--- config.mk ---
export PLATFORM = sky130hd
export DESIGN_NAME = rar_fifo
export DESIGN_NICKNAME = d
export VERILOG_FILES = /design/src/hw/rtl/rational_arith_reduce_macros.svh /design/src/hw/rtl/rar_pkg.sv /design/src/hw/rtl/rar_fifo.sv
export SDC_FILE = /design/constraint.sdc
export NUM_CORES = 1
export LEC_CHECK = 0
export ABC_AREA = 1
export BUFFER_PORTS_ARGS = -buffer_cell sky130_fd_sc_hd__buf_2
export CAP_MARGIN = 20
export CORE_ASPECT_RATIO = 1.25
export CORE_MARGIN = 3
export CORE_UTILIZATION = 52
export CTS_CLUSTER_DIAMETER = 150
export DETAILED_ROUTE_END_ITERATION = 7
export GPL_ROUTABILITY_DRIVEN = 0
export GPL_TIMING_DRIVEN = 0
export PLACE_DENSITY = 0.88
export SLEW_MARGIN = 20
export SYNTH_ARGS = -nofsm -noshare
export SYNTH_HDL_FRONTEND = slang
export SYNTH_SLANG_ARGS = --single-unit
--- constraint.sdc ---
create_clock -name clk_i -period 8.9 [get_ports clk_i]
set_input_delay 1.78 -clock clk_i [delete_from_list [all_inputs] [get_ports clk_i]]
set_output_delay 1.78 -clock clk_i [all_outputs]
set_load 0.02 [all_outputs]
--- src/hw/rtl/rational_arith_reduce_macros.svh ---
// Assertion macros shared by the rational arithmetic block.
`ifndef RATIONAL_ARITH_REDUCE_MACROS_SVH
`define RATIONAL_ARITH_REDUCE_MACROS_SVH
`define RAR_ASSERT(lbl, clk, rstn, prop, msg) \
  lbl: assert property (@(posedge clk) disable iff (!rstn) (prop)) else $error(msg);
`define RAR_ASSERT_NEXT(lbl, clk, rstn, pre, post, msg) \
  lbl: assert property (@(posedge clk) disable iff (!rstn) (pre) |=> (post)) else $error(msg);
`endif

--- src/hw/rtl/rar_pkg.sv ---
// Package with types, codes and widths of the rational arithmetic block.
package rar_pkg;
  localparam int unsigned OpBits  = 32;
  localparam int unsigned DenBits = OpBits - 1;
  localparam int unsigned ResBits = 2 * OpBits;
  localparam int unsigned CntBits = $clog2(ResBits + 1);

  typedef enum logic [1:0] {
    ActAdd = 2'd0,
    ActSub = 2'd1,
    ActMul = 2'd2,
    ActDiv = 2'd3
  } action_e;

  typedef struct packed {
    logic [1:0]                action;
    logic signed [OpBits-1:0]  a_num;
    logic [DenBits-1:0]        a_den;
    logic signed [OpBits-1:0]  b_num;
    logic [DenBits-1:0]        b_den;
  } req_t;

  typedef struct packed {
    logic signed [ResBits-1:0] res_num;
    logic [ResBits-2:0]        res_den;
    logic                      status;
  } rsp_t;

  // Job handed from the front to the back: magnitudes and flags.
  typedef struct packed {
    logic [ResBits-1:0] mag_n;
    logic [ResBits-1:0] mag_d;
    logic               neg;
    logic               zero_d;
    logic               zero_n;
  } job_t;

  typedef enum logic [2:0] {
    FeIdle, FeMul, FeSum, FeDone
  } fe_state_e;

  typedef enum logic [2:0] {
    BeIdle, BeGcd, BeDivN, BeDivD, BeOut
  } be_state_e;
endpackage

--- src/hw/rtl/rar_fifo.sv ---
// Two-entry queue between the front and the back end.
module rar_fifo import rar_pkg::*; (
  input  logic clk_i,
  input  logic rst_ni,
  input  logic in_valid_i,
  output logic in_ready_o,
  input  job_t in_i,
  output logic out_valid_o,
  input  logic out_ready_i,
  output job_t out_o
);
  job_t mem_q [2];
  logic wp_q, rp_q;
  logic [1:0] cnt_q;
  logic wr, rd;

  assign in_ready_o  = (cnt_q != 2'd2);
  assign out_valid_o = (cnt_q != 2'd0);
  assign out_o       = mem_q[rp_q];
  assign wr = in_valid_i && in_ready_o;
  assign rd = out_valid_o && out_ready_i;

  always_ff @(posedge clk_i or negedge rst_ni) begin
    if (!rst_ni) begin
      wp_q  <= 1'b0;
      rp_q  <= 1'b0;
      cnt_q <= 2'd0;
    end else begin
      if (wr) wp_q <= ~wp_q;
      if (rd) rp_q <= ~rp_q;
      cnt_q <= cnt_q + 2'(wr) - 2'(rd);
    end
  end

  always_ff @(posedge clk_i) begin
    if (wr) mem_q[wp_q] <= in_i;
  end
endmodule

* Yosys cells after proc, flatten, opt, wreduce, memory -nomap -nowiden
Memory sizes are Yosys's and may differ from the RTL's.
Cells that the tools add are included.
** Cells by class
- Add/sub/neg operators :: 2
- Equal/unequal tests :: 1
- Mux-type cells :: 2
- Bitwise logic cells :: 2
- Reduce and logical (&&, ||, !) cells :: 3
** Operators by type and width (number)
- 2-bit by 1-bit adder with 2-bit output :: 1
- 1-bit logical AND :: 2
- 1-bit 2-to-1 mux :: 2
- 2-bit inequality test (second input constant) :: 1
- 1-bit NOT :: 2
- 2-bit nonzero test :: 1
- 2-bit by 1-bit subtractor with 2-bit output :: 1
** Storage, ports and cells
- Register bits after elaboration :: 4
- RAM bits :: 262
- Bits of input ports :: 135
- Output and inout bits :: 133
- Word-level logic and storage cells :: 14
- Memories kept :: 1
** Memory list
- mem_q :: words 2, bits a word 131, read ports 1, clocked after Yosys merged registers in 0, wr ports 1, RTL line rar_fifo.sv:12 : job_t mem_q [2];

* Depth between registers and ports, before layout
- Depth in word-level cells :: 4
- Depth in mapped cells :: 10
- Mapped depth without buffers :: 10

* Worst setup path after synthesis
Ideal clock, no wire load.
- Kind :: input-to-reg
- From :: input in_valid_i
- To :: memory mem_q[1][0] (netlist bit), enable pin
- Setup time :: 623 ps
- Arrival :: 7315 ps
- Required time :: 8277 ps
- Setup slack :: 962 ps
- Stages :: 2
- Path buffers :: 0
- Cells stage by stage :: nand2_1 > nor2_1
** Between the ends
- Word-level cells in the longest chain between the ends :: 3
** Ends and longest elaborated chain
- from (decl) :: RTL line rar_fifo.sv:5 : input logic in_valid_i,
- 1-bit logical AND :: RTL line rar_fifo.sv:20 : assign wr = in_valid_i && in_ready_o;
- 1-bit 2-to-1 mux :: RTL line rar_fifo.sv:36 : if (wr) mem_q[wp_q] <= in_i;
- 1-bit 2-to-1 mux (implied by the code) :: RTL line rar_fifo.sv:36
- to (decl) :: RTL line rar_fifo.sv:12
Every way passes these cells.

==> metrics.md <==
| Metric | Value |
|---|---|
| Top cell type's share of synthesized area | 80.3% |
| Syn_area_per_cell | 13.7 µm² |
| Post-DP HPWL | 15,300 µm |
| Ratio of total power to cell area | 361 mW/mm² |
| Main flop type after synthesis | edfxtp_1 |
| Initial DRT Pass Iterations | 4 |
| Yosys cell types | 11 |
| Total power | 4.47 mW |
| Clk_skew | 0.0158 ns |
| Insertion delay to the later sink of the worst-skew pair | 0.52 ns |
| Ys async rst share | 1.50% |
| Initial Util | 53.5% |
| Status | complete, no violations |
| Fin nets | 1,153 |
| Worst setup SP type | flop |
| R2R Path Start | cnt_q[1]$_DFF_PN0_ |
| Hold Crit Class | flop to flop |
| CP Data Required Time | 7.12 ns |
| Final WS setup | 5.19 ns |
| Worst Hold Slack | 0.517 ns |
| Slew Limit Headroom | 51.9% |
| CTS sink count | 266 |
| Leakage | 5.42 nW |
| Setup_tns | 0 ns |
| Die area | 0.0205 mm² |
| Beginning of the worst hold path | wp_q$_DFFE_PN0N_ |
| Worst Setup Path Type | flop to primary output |
| Post-synth EDFFs | 262 |
| Vias | 6,299 |
| Residual DRC count | 0 |
| CTS tree | done |
| Arr. time, crit path | 1.93 ns |
| Register area share after synthesis | 81.3% |
| Routed wire length | 22,100 µm |
| Pin count of the biggest net entering global routing | 70 |
| Register-to-Register Setup Slack | 6.86 ns |
| WHS Endpoint | wp_q$_DFFE_PN0N_ |
| Setup repair after global routing missed its margin | no |
| Area growth syn-to-layout | 26.5% |
| Tot GR Track Use | 20.8% |
| Final hold vios | 0 |
| R2R cell count | 5 |
| Row count | 55 |
| Post-cts gate resize count | 0 |
| Worst-path cell chain | buf_4 -> inv_4 -> buf_6 -> buf_6 -> nand2_1 -> nand2_1 -> buf_2 |
| Antenna violations before repair | 4 |
| Gr ovfl total | 0 |
| Final Cell Area | 0.0124 mm² |
| Max Root-Sink Buffers | 3 |
| DRT antenna net count | 0 |
| Reg2reg end | mem_q[1][128]$_DFFE_PP_ |
| CTS Hold Bufs | 0 |
| Slowest-stage cell, CP | dfrtp_1 |
| Post-DP Area | 0.0116 mm² |
| Core region area | 0.0183 mm² |
| Hold path depth | 2 |
| Most frequent cells after synthesis | 406 x nand2_1, 262 x edfxtp_1, 10 x buf_2, 10 x buf_4, 9 x buf_6 |
| Period minus WS final | 3.71 ns |
| Layout cell share with drive strength beyond 1 | 32.9% |
| Setup violators final | 0 |
| Worst-path fanout max | 10 |
| First-pass GRT wire length | 33,200 µm |
| Count leader, synth | nand2_1 |
| Dominant cell type by area after synthesis | edfxtp_1 |
| Htree depth | 1 |
| Post-CTS setup buffers | 0 |
| Synthesized instance count | 716 |
| Routed length per instance | 17.5 µm |
| Max Slew Vio Count | 0 |
| I/O pins | 268 |
| YS warnings | 0 |
| Post-synth net total | 853 |
| Synth Register Bits | 266 |
| Mapped Area | 0.00980 mm² |
| Die Height | 159 µm |
| Fin cells | 1,265 |
| # port buffers | 267 |
| Crit share post-route | 41.6% |
| Clock transition at path regs | 0.06 ns |
| Crit-path max cell delay | 0.36 ns |
| Vias in the first global route | 6,519 |
| Final core utilization | 67.7% |
| Post-Place Setup Slack | 5.50 ns |
| Via density | 4.98 |
| Slew @ Worst Pin | 0.719 ns |
| Initial DRC count | 379 |
| Fmax | 270 MHz |
| Top post-synthesis cells by area | edfxtp_1 80%, nand2_1 16%, buf_6 1.0% |
| Cell count after placement | 1,217 |
| Max cap viols | 0 |
| Die width | 129 µm |
| Peak VDD IR | 236 µV |
| CP Capture Type | primary output |
| TritonCTS Buffers | 25 |
| CTS root buf | clkbuf_16 |
cell families after synthesis:
| family | Yosys count | share of synthesized area (%) |
|---|---|---|
| fa+ha+maj | 2 | 0.255 |
| buf+inv | 38 | 2.68 |
| flops | 266 | 81.3 |
| simple gates | 410 | 15.7 |
flip-flops by register name (all words and copies together) (netlist names):
| name | cells |
|---|---|
| cnt_q | 2 |
| mem_q | 262 |
| rp_q | 1 |
| wp_q | 1 |
area by class of cell:
cell class / instances / area (µm²)
fill: 1239 / 5910
clock buffer: 36 / 697
timing repair buffer: 273 / 1490
antenna: 2 / 5.00
multi-input combinational: 412 / 1580
inverter: 9 / 43.8
tap: 228 / 285
clock inverter: 10 / 105
sequential: 266 / 7970
buffer: 29 / 226
how the worst max path moves through the flow:
| stage | slack [ns] | to | depth (start not counted) | start |
|---|---|---|---|---|
| 6_report | 5.19 | out_o[118] | 7 | rp_q$_DFFE_PN0P_ |
| 5_1_grt | 5.07 | out_o[118] | 7 | rp_q$_DFFE_PN0P_ |
| 4_1_cts | 5.15 | out_o[114] | 7 | rp_q$_DFFE_PN0P_ |
| 3_5_place_dp | 5.50 | mem_q[1][62]$_DFFE_PP_ | 5 | in_valid_i |
| 3_3_place_gp | -1.94 | mem_q[1][75]$_DFFE_PP_ | 3 | in_valid_i |
| 2_1_floorplan | 0.96 | mem_q[1][0]$_DFFE_PP_ | 2 | in_valid_i |
cell usage in the layout, fill, tap and decap left out, drive strengths merged:
| cell type | netlist | routed |
|---|---|---|
| nor2 | 1 | 1 |
| nand3 | 3 | 3 |
| bufinv | 0 | 2 |
| ha | 2 | 2 |
| buf | 29 | 302 |
| inv | 9 | 10 |
| edfxtp | 262 | 262 |
| diode | 0 | 2 |
| clkbuf | 0 | 36 |
| clkinv | 0 | 7 |
| nand2 | 406 | 406 |
| dfrtp | 4 | 4 |
power by group:
| group | total, mW | internal, mW | switching [mW] | leakage, nW |
|---|---|---|---|---|
| sequential | 1.77 | 1.71 | 0.0651 | 2.49 |
| clock | 1.03 | 0.603 | 0.430 | 0.395 |
| combinational | 1.67 | 0.499 | 1.17 | 2.54 |
| total | 4.47 | 2.81 | 1.66 | 5.42 |
layer usage:
metal / up-vias / wire length, µm / GRT usage, %
met4: 4 / 898 / 8.60
met1: 2958 / 7770 / 22.1
met5: - / 27 / 0
li1: 3028 / - / -
met2: 242 / 12100 / 39.0
met3: 67 / 1300 / 4.26
critical path, delay by kind of cell, from the launching register on:
family	cells	cell delay, ns
AND/OR/NAND/NOR	2	0.19
buffers and inverters	5	0.85
flip-flops	1	0.36
Note: power is estimated with default switching activity, not from simulation.
