## src/hw/rtl/rational_arith_reduce_macros.svh

```systemverilog
// Assertion macros shared by the rational arithmetic block.
`ifndef RATIONAL_ARITH_REDUCE_MACROS_SVH
`define RATIONAL_ARITH_REDUCE_MACROS_SVH
`define RAR_ASSERT(lbl, clk, rstn, prop, msg) \
  lbl: assert property (@(posedge clk) disable iff (!rstn) (prop)) else $error(msg);
`define RAR_ASSERT_NEXT(lbl, clk, rstn, pre, post, msg) \
  lbl: assert property (@(posedge clk) disable iff (!rstn) (pre) |=> (post)) else $error(msg);
`endif

```

## src/hw/rtl/rar_pkg.sv

```systemverilog
// Package with types, codes and widths of the rational arithmetic block.
package rar_pkg;
  localparam int unsigned OpBits  = 32;
  localparam int unsigned DenBits = OpBits - 1;
  localparam int unsigned ResBits = 2 * OpBits;
  localparam int unsigned CntBits = $clog2(ResBits + 1);

  typedef enum logic [1:0] {
    ActAdd = 2'd0,
    ActSub = 2'd1,
    ActMul = 2'd2,
    ActDiv = 2'd3
  } action_e;

  typedef struct packed {
    logic [1:0]                action;
    logic signed [OpBits-1:0]  a_num;
    logic [DenBits-1:0]        a_den;
    logic signed [OpBits-1:0]  b_num;
    logic [DenBits-1:0]        b_den;
  } req_t;

  typedef struct packed {
    logic signed [ResBits-1:0] res_num;
    logic [ResBits-2:0]        res_den;
    logic                      status;
  } rsp_t;

  // Job handed from the front to the back: magnitudes and flags.
  typedef struct packed {
    logic [ResBits-1:0] mag_n;
    logic [ResBits-1:0] mag_d;
    logic               neg;
    logic               zero_d;
    logic               zero_n;
  } job_t;

  typedef enum logic [2:0] {
    FeIdle, FeMul, FeSum, FeDone
  } fe_state_e;

  typedef enum logic [2:0] {
    BeIdle, BeGcd, BeDivN, BeDivD, BeOut
  } be_state_e;
endpackage

```

## src/hw/rtl/rar_back.sv

```systemverilog
// Back end: binary-search-free Euclid gcd and two restoring divisions.
module rar_back import rar_pkg::*; (
  input  logic clk_i,
  input  logic rst_ni,
  input  logic job_valid_i,
  output logic job_ready_o,
  input  job_t job_i,
  output logic empty_o,
  input  logic pop_i,
  output rsp_t rsp_o
);
  be_state_e state_q, state_d;
  job_t job_q;
  logic [ResBits-1:0] x_q, y_q, rem_q, quo_q, dvs_q, qn_q;
  logic [CntBits-1:0] cnt_q;
  logic [ResBits:0] trial;
  logic [ResBits-1:0] rem_nx, quo_nx;
  logic div_last;
  rsp_t rsp_q;

  // One restoring division step per cycle; used for x mod y, n / g and d / g.
  assign trial    = {rem_q, quo_q[ResBits-1]} - {1'b0, dvs_q};
  assign rem_nx   = trial[ResBits] ? {rem_q[ResBits-2:0], quo_q[ResBits-1]} : trial[ResBits-1:0];
  assign quo_nx   = {quo_q[ResBits-2:0], ~trial[ResBits]};
  assign div_last = (cnt_q == CntBits'(1));

  always_comb begin
    state_d = state_q;
    unique case (state_q)
      BeIdle: if (job_valid_i) state_d = BeGcd;
      BeGcd:  if (y_q == '0 && cnt_q == '0) state_d = BeDivN;
      BeDivN: if (div_last) state_d = BeDivD;
      BeDivD: if (div_last) state_d = BeOut;
      BeOut:  if (pop_i) state_d = BeIdle;
      default: state_d = BeIdle;
    endcase
    if (state_q == BeIdle && job_valid_i && (job_i.zero_d || job_i.zero_n)) state_d = BeOut;
  end

  assign job_ready_o = (state_q == BeIdle);
  assign empty_o     = (state_q != BeOut);
  assign rsp_o       = rsp_q;

  always_ff @(posedge clk_i or negedge rst_ni) begin
    if (!rst_ni) begin
      state_q <= BeIdle;
      cnt_q   <= '0;
    end else begin
      state_q <= state_d;
      unique case (state_q)
        BeIdle: cnt_q <= '0;
        BeGcd: begin
          if (cnt_q != '0) cnt_q <= cnt_q - CntBits'(1);
          else if (y_q != '0) cnt_q <= CntBits'(ResBits);
          else cnt_q <= CntBits'(ResBits);
        end
        BeDivN, BeDivD: cnt_q <= div_last ? CntBits'(ResBits) : cnt_q - CntBits'(1);
        default: cnt_q <= '0;
      endcase
    end
  end

  always_ff @(posedge clk_i) begin
    unique case (state_q)
      BeIdle: begin
        job_q <= job_i;
        x_q   <= job_i.mag_n;
        y_q   <= job_i.mag_d;
        rsp_q.res_num <= '0;
        rsp_q.res_den <= (job_i.zero_n && !job_i.zero_d) ? (ResBits-1)'(1) : '0;
        rsp_q.status  <= job_i.zero_d;
      end
      BeGcd: begin
        if (cnt_q == '0) begin
          rem_q <= '0;
          if (y_q != '0) begin
            quo_q <= x_q;
            dvs_q <= y_q;
          end else begin
            quo_q <= job_q.mag_n;
            dvs_q <= x_q;
          end
        end else begin
          rem_q <= rem_nx;
          quo_q <= quo_nx;
          if (div_last) begin
            x_q <= y_q;
            y_q <= rem_nx;
          end
        end
      end
      BeDivN, BeDivD: begin
        if (!div_last) begin
          rem_q <= rem_nx;
          quo_q <= quo_nx;
        end else begin
          rem_q <= '0;
          if (state_q == BeDivN) begin
            qn_q  <= quo_nx;
            quo_q <= job_q.mag_d;
          end else begin
            rsp_q.res_num <= job_q.neg ? -qn_q : qn_q;
            rsp_q.res_den <= quo_nx[ResBits-2:0];
            rsp_q.status  <= 1'b0;
          end
        end
      end
      default: ;
    endcase
  end
endmodule

```

## config.mk

```make
export PLATFORM = sky130hd
export DESIGN_NAME = rar_back
export DESIGN_NICKNAME = d
export VERILOG_FILES = /design/src/hw/rtl/rational_arith_reduce_macros.svh /design/src/hw/rtl/rar_pkg.sv /design/src/hw/rtl/rar_back.sv
export SDC_FILE = /design/constraint.sdc
export NUM_CORES = 1
export LEC_CHECK = 0
export BUFFER_PORTS_ARGS = -buffer_cell sky130_fd_sc_hd__buf_2
export CORE_MARGIN = 2
export CORE_UTILIZATION = 35
export CTS_CLUSTER_SIZE = 24
export DETAILED_ROUTE_END_ITERATION = 7
export SYNTH_ARGS = -nofsm -noshare
export SYNTH_HDL_FRONTEND = slang
export SYNTH_SLANG_ARGS = --single-unit
```

## constraint.sdc

```tcl
create_clock -name clk_i -period 14.52 [get_ports clk_i]
set_clock_uncertainty 0.05 [all_clocks]
set_input_delay 2.904 -clock clk_i [delete_from_list [all_inputs] [get_ports clk_i]]
set_output_delay 2.904 -clock clk_i [all_outputs]
set_load 0.005 [all_outputs]
```

Word level (Yosys, flattened, before mapping):

Index checks and enable logic that the tools add are counted.

* register bits after elaboration: 651

* add/subtract/negate cells: 3
* eq/ne operators: 16
* multiplexer cells: 31
* bitwise logic cells: 1
* reduce and logical (&&, ||, !) cells: 21

Operator list (number)
* two-way mux 64 bit: 13
* one-hot mux 64 bit (2 select lines): 4
* two-way mux 128 bit: 2
* one-hot mux 128 bit (2 select lines): 1
* subtractor 65 x 64 -> 65 bit: 1
* zero test 64 bit: 1
* negation 64 bit: 1
* nonzero test 64 bit: 1
* two-way mux 3 bit: 6
* != test 3 bit (second input constant): 6
* one-hot mux 3 bit (5 select lines): 1
* two-way mux 7 bit: 2
* one-hot mux 7 bit (2 select lines): 1
* AND reduction 3 bit: 3
* != test 2 bit (second input constant): 4
* == test 7 x 1 -> 1 bit (second input constant): 1
* zero test 7 bit: 1
* nonzero test 7 bit: 1
* subtractor 7 x 1 -> 7 bit (second input constant): 1
* == test 3 x 2 -> 1 bit (second input constant): 2
* nonzero test 2 bit: 3
* AND reduction 5 bit: 1
* logical AND 1 bit: 4
* AND reduction 2 bit: 2
* other kinds (9): 9

Logic depth before layout (Yosys ltp):

* depth after elaboration: 5
* depth in mapped cells: 17
* gate-level depth less buffers: 14

Worst setup path after synthesis:

No wires, ideal clock.

* path kind: reg-to-reg
* from: register cnt_q[4]
* to: register x_q[0], enable pin
* setup time: 0.811 ns
* data arrival time: 10.256 ns
* data required time: 13.659 ns
* path slack: 3.403 ns
* cell stages (with the launch flop): 5
* path buffers: 0
* clock period less this slack: 11.117 ns
* cells stage by stage: dfrtp_1 -> nor3_1 -> and3_1 -> o21ai_0 -> a21boi_0

* longest elaborated chain between the ends: 3

Ends and longest elaborated chain
* from (decl): RTL line rar_back.sv:15 `logic [CntBits-1:0] cnt_q;`
* from (signal assigned): RTL line rar_back.sv:53 `if (cnt_q != '0) cnt_q <= cnt_q - CntBits'(1);`
* from (signal assigned): RTL line rar_back.sv:54 `else if (y_q != '0) cnt_q <= CntBits'(ResBits);`
* from (signal assigned): RTL line rar_back.sv:55 `else cnt_q <= CntBits'(ResBits);`
* == test 7 x 1 -> 1 bit or zero test 7 bit (tied branches): RTL line rar_back.sv:25, rar_back.sv:74
* != test 2 bit (no line)
* AND reduction 3 bit (no line) *
* to (signal assigned): RTL line rar_back.sv:67 `x_q <= job_i.mag_n;`
* to (signal assigned): RTL line rar_back.sv:87 `x_q <= y_q;`
* to (decl): RTL line rar_back.sv:14 `logic [ResBits-1:0] x_q, y_q, rem_q, quo_q, dvs_q, qn_q;`

Every way passes the cells marked *; elsewhere a longest branch is shown, timed or not.
A chain may end at the register's enable or synchronous reset.

Worst setup path after layout:

* from: register rem_q[16]
* to: register y_q[41] (data pin)

* longest elaborated chain between the ends: 5

Ends and longest elaborated chain
* from (decl): RTL line rar_back.sv:14
* from (signal assigned): RTL line rar_back.sv:84 `rem_q <= rem_nx;`
* from (signal assigned): RTL line rar_back.sv:94 `rem_q <= rem_nx;`
* subtractor 65 x 64 -> 65 bit: RTL line rar_back.sv:22 `assign trial = {rem_q, quo_q[ResBits-1]} - {1'b0, dvs_q};`
* two-way mux 64 bit: RTL line rar_back.sv:23 `assign rem_nx = trial[ResBits] ? {rem_q[ResBits-2:0], quo_q[ResBits-1]} : trial[ResBits-1:0];`
* two-way mux 64 bit: RTL line rar_back.sv:86 `if (div_last) begin`
* two-way mux 64 bit: RTL line rar_back.sv:74 `if (cnt_q == '0) begin`
* one-hot mux 64 bit (2 select lines): RTL line rar_back.sv:64 `unique case (state_q)`
* to (signal assigned): RTL line rar_back.sv:68 `y_q <= job_i.mag_d;`
* to (signal assigned): RTL line rar_back.sv:88 `y_q <= rem_nx;`
* to (decl): RTL line rar_back.sv:14

No other way between the ends. The select of a mux whose other input is x is not followed.

==> out/metrics.csv <==
stage,metric,value,unit
run_status,status,completed,
logic_synthesis,syn_avg_cell_area,12.1,um^2
setup_path,crit_start,rem_q[16],
setup_path,rr_worst_depth,13,
logic_synthesis,async_flop_share,1.54,%
timing,slew_headroom,28.4,%
route,remaining_drc_errors,0,
logic_synthesis,syn_area,30600,um^2
cts,clkTransAtPathRegs,60,ps
logic_synthesis,netlist_top_cells_area,"edfxtp_1, nand2_1, mux2i_1",
hold_path,hp-class,reg2reg,
timing,finalMaxSlewViolations,0,
power_and_ir_drop,power.leakage,13.7,nW
cts,cts_hold_buf,0,
place,dpl.cell_count,3866,
cells_and_area,final_cell_mix,"edfxtp_1, nand2_1, buf_2, nor2_1, o21ai_0",
setup_path,critPathArrivalTime,5790,ps
power_and_ir_drop,power_density,260,nW/um^2
cts,cts_tree,yes,
global_routing,gr-total-overflow,0,
floorplan,die-area,89900,um^2
timing,timing.hold.ws,427,ps
timing,rsz0062_at_grt,no,
cells_and_area,fin_util,40.8,%
cells_and_area,fin_cells,4003,
route,drt-total-wl,85400,um
timing,setup_ws,9010,ps
flow_run,maxCapViolations,0,
place,dp_hpwl,60800,um
global_routing,grt_max_degree,129,
place,place_area,33200,um^2
logic_synthesis,yosys_warnings,0,
logic_synthesis,synth_edf_count,641,
setup_path,cp_cell_sequence,ha_1 -> nand4_1 -> nor4_2 -> o211ai_1 -> nand2_1 -> o21ai_1 -> or3_1 -> a21oi_1 -> or2_1 -> inv_2 -> buf_4 -> mux2i_1 -> o21ai_0,
cts,clock-root-buffer,clkbuf_16,
timing,fin_crit_sh,38.0,%
timing,worstMarginPinSlew,1060,ps
logic_synthesis,ys.flop_type,edfxtp_1,
setup_path,cp-end-kind,flip-flop,
global_routing,grt_pass1_vias,20600,
cells_and_area,final_cell_area,35400,um^2
logic_synthesis,synth.distinct_cells,69,
timing,final_hold_viol_count,0,
setup_path,critical_path.endpoint,y_q[41],
cells_and_area,fill_cells,8239,
cts,post_cts_buffers,0,
floorplan,die-width,300,um
route,drt-initial-drc-count,1622,
cts,cts_htree_levels,3,
cts,clkLatencyLatePin,620,ps
cells_and_area,drive_gt1_share,15.0,%
logic_synthesis,synth-seq-cells,651,
cells_and_area,syn2layout_area_growth,15.7,%
place,gp_congestion,0.888,
setup_path,r2r-start,rem_q[16],
floorplan,row_count,108,
timing,fmaxAchievable,0.181,GHz
route,wl_per_cell,21.3,um
setup_path,slowest_delay,720,ps
global_routing,antenna_found_initial,35,
global_routing,grt.total_usage,18.7,%
logic_synthesis,netlist.area_leader.share,62.9,%
logic_synthesis,synth_top_area_cell,edfxtp_1,
route,routed_via_density,5.20,
setup_path,required,14800,ps
cts,cts_buffer_depth,3,
setup_path,start_kind,flip-flop,
power_and_ir_drop,total_power,9.21,mW
setup_path,crit_slowest_cell,a21oi_1,
setup_path,crit_type,reg2reg,
setup_path,path_max_fanout,30,
route,vias,20800,
timing,fin_setup_tns,0,ps
cells_and_area,fin_nets,2987,
floorplan,die_h,300,um
route,ant_nets,0,
global_routing,grt_first_pass_wirelength,129000,um
logic_synthesis,synth.net_count,2742,
cts,cts.sinks,651,
logic_synthesis,syn_inst,2539,
timing,period_needed,5510,ps
floorplan,io_pins,265,
setup_path,worstReg2RegEnd,y_q[41],
cts,post_cts_resized,0,
cells_and_area,layout_commonest_cell,edfxtp_1,
power_and_ir_drop,ir_drop,0.231,mV
place,portBuffers,264,
route,drtPass1Iterations,5,
setup_path,reg2reg_slack,9010,ps
timing,finalSetupViolations,0,
place,dp_slack,8970,ps
floorplan,coreArea,86800,um^2
logic_synthesis,yosysSeqAreaShare,63.7,%
cts,numCtsBuffers,71,
floorplan,start_util,35.3,%
state kept, by name, indices dropped and copies added, names as in the netlist:
name     count
cnt_q        7
dvs_q       64
job_q      129
qn_q        64
quo_q       64
rem_q       64
rsp_o      128
state_q      3
x_q         64
y_q         64
power breakdown:
part	internal [mW]	total, mW	switching, mW
Clock	0.980	1.73	0.754
Sequential	3.38	3.89	0.508
Combinational	1.23	3.58	2.36
Total	5.59	9.21	3.62
cells by family (layout without fill, tap and decap cells):
group                    Yosys count  count (layout)  synth area share [%]
AO/OA/AOI/OAI                    569             569                  11.7
other                              0              12                     0
buffers and inverters            212             509                  2.73
adder cells (fa/ha/maj)           68              68                  2.80
AND/OR/NAND/NOR                  803             803                  11.8
flip-flops                       651             651                  63.7
XOR/XNOR                         117             117                  3.35
multiplexers                     119             119                  3.89
worst min-delay path by stage:
stage              start       end  cells after the start
2_1_floorplan  quo_q[62]  qn_q[63]                      0
3_3_place_gp   quo_q[62]  qn_q[63]                      0
3_5_place_dp   quo_q[58]  qn_q[59]                      0
4_1_cts        quo_q[58]  qn_q[59]                      0
5_1_grt        quo_q[62]  qn_q[63]                      0
6_report       quo_q[58]  qn_q[59]                      0
synth_stat cells (12+ instances only):
cell,instances
o21ai_0,187
xnor2_1,36
nor3_1,25
inv_1,92
a22oi_1,67
nand3_1,15
nor4_1,29
mux2i_1,119
edfxtp_1,641
xor2_1,81
o21bai_1,13
or3_1,22
a21o_1,84
nand4_1,22
nand2_1,359
o41ai_1,14
a21oi_1,105
and2_1,70
o31ai_1,20
and3_1,12
nor2_1,204
clkbuf_1,98
ha_1,67
critical path: cells and delay by family, from the launching register on:
kind	cells	cell delay [ps]
adder cells (fa/ha/maj)	1	440
buffers and inverters	2	1040
AND/OR/NAND/NOR	5	1730
AO/OA/AOI/OAI	4	1170
flip-flops	1	390
multiplexers	1	360
layer usage:
layer  up-vias  GRT usage (%)  wire length (um)
met5         -              0               208
met4        34           5.24              2020
met1     10200           25.5             37600
li1       9832              -                 -
met3       157           4.28              6120
met2       619           29.9             39400
final cells by class:
type	count	area, um^2	area share (%)
repair buffers	291	1540	4.34
clock inverters	38	263	0.742
multi-input cells	1676	10400	29.3
inverters	93	354	0.999
diodes	12	30.0	0.0848
well taps	1155	1450	4.08
clock buffers	87	1920	5.42
flip-flops and latches	651	19500	55.0
Power figures use the tool's default switching activity.
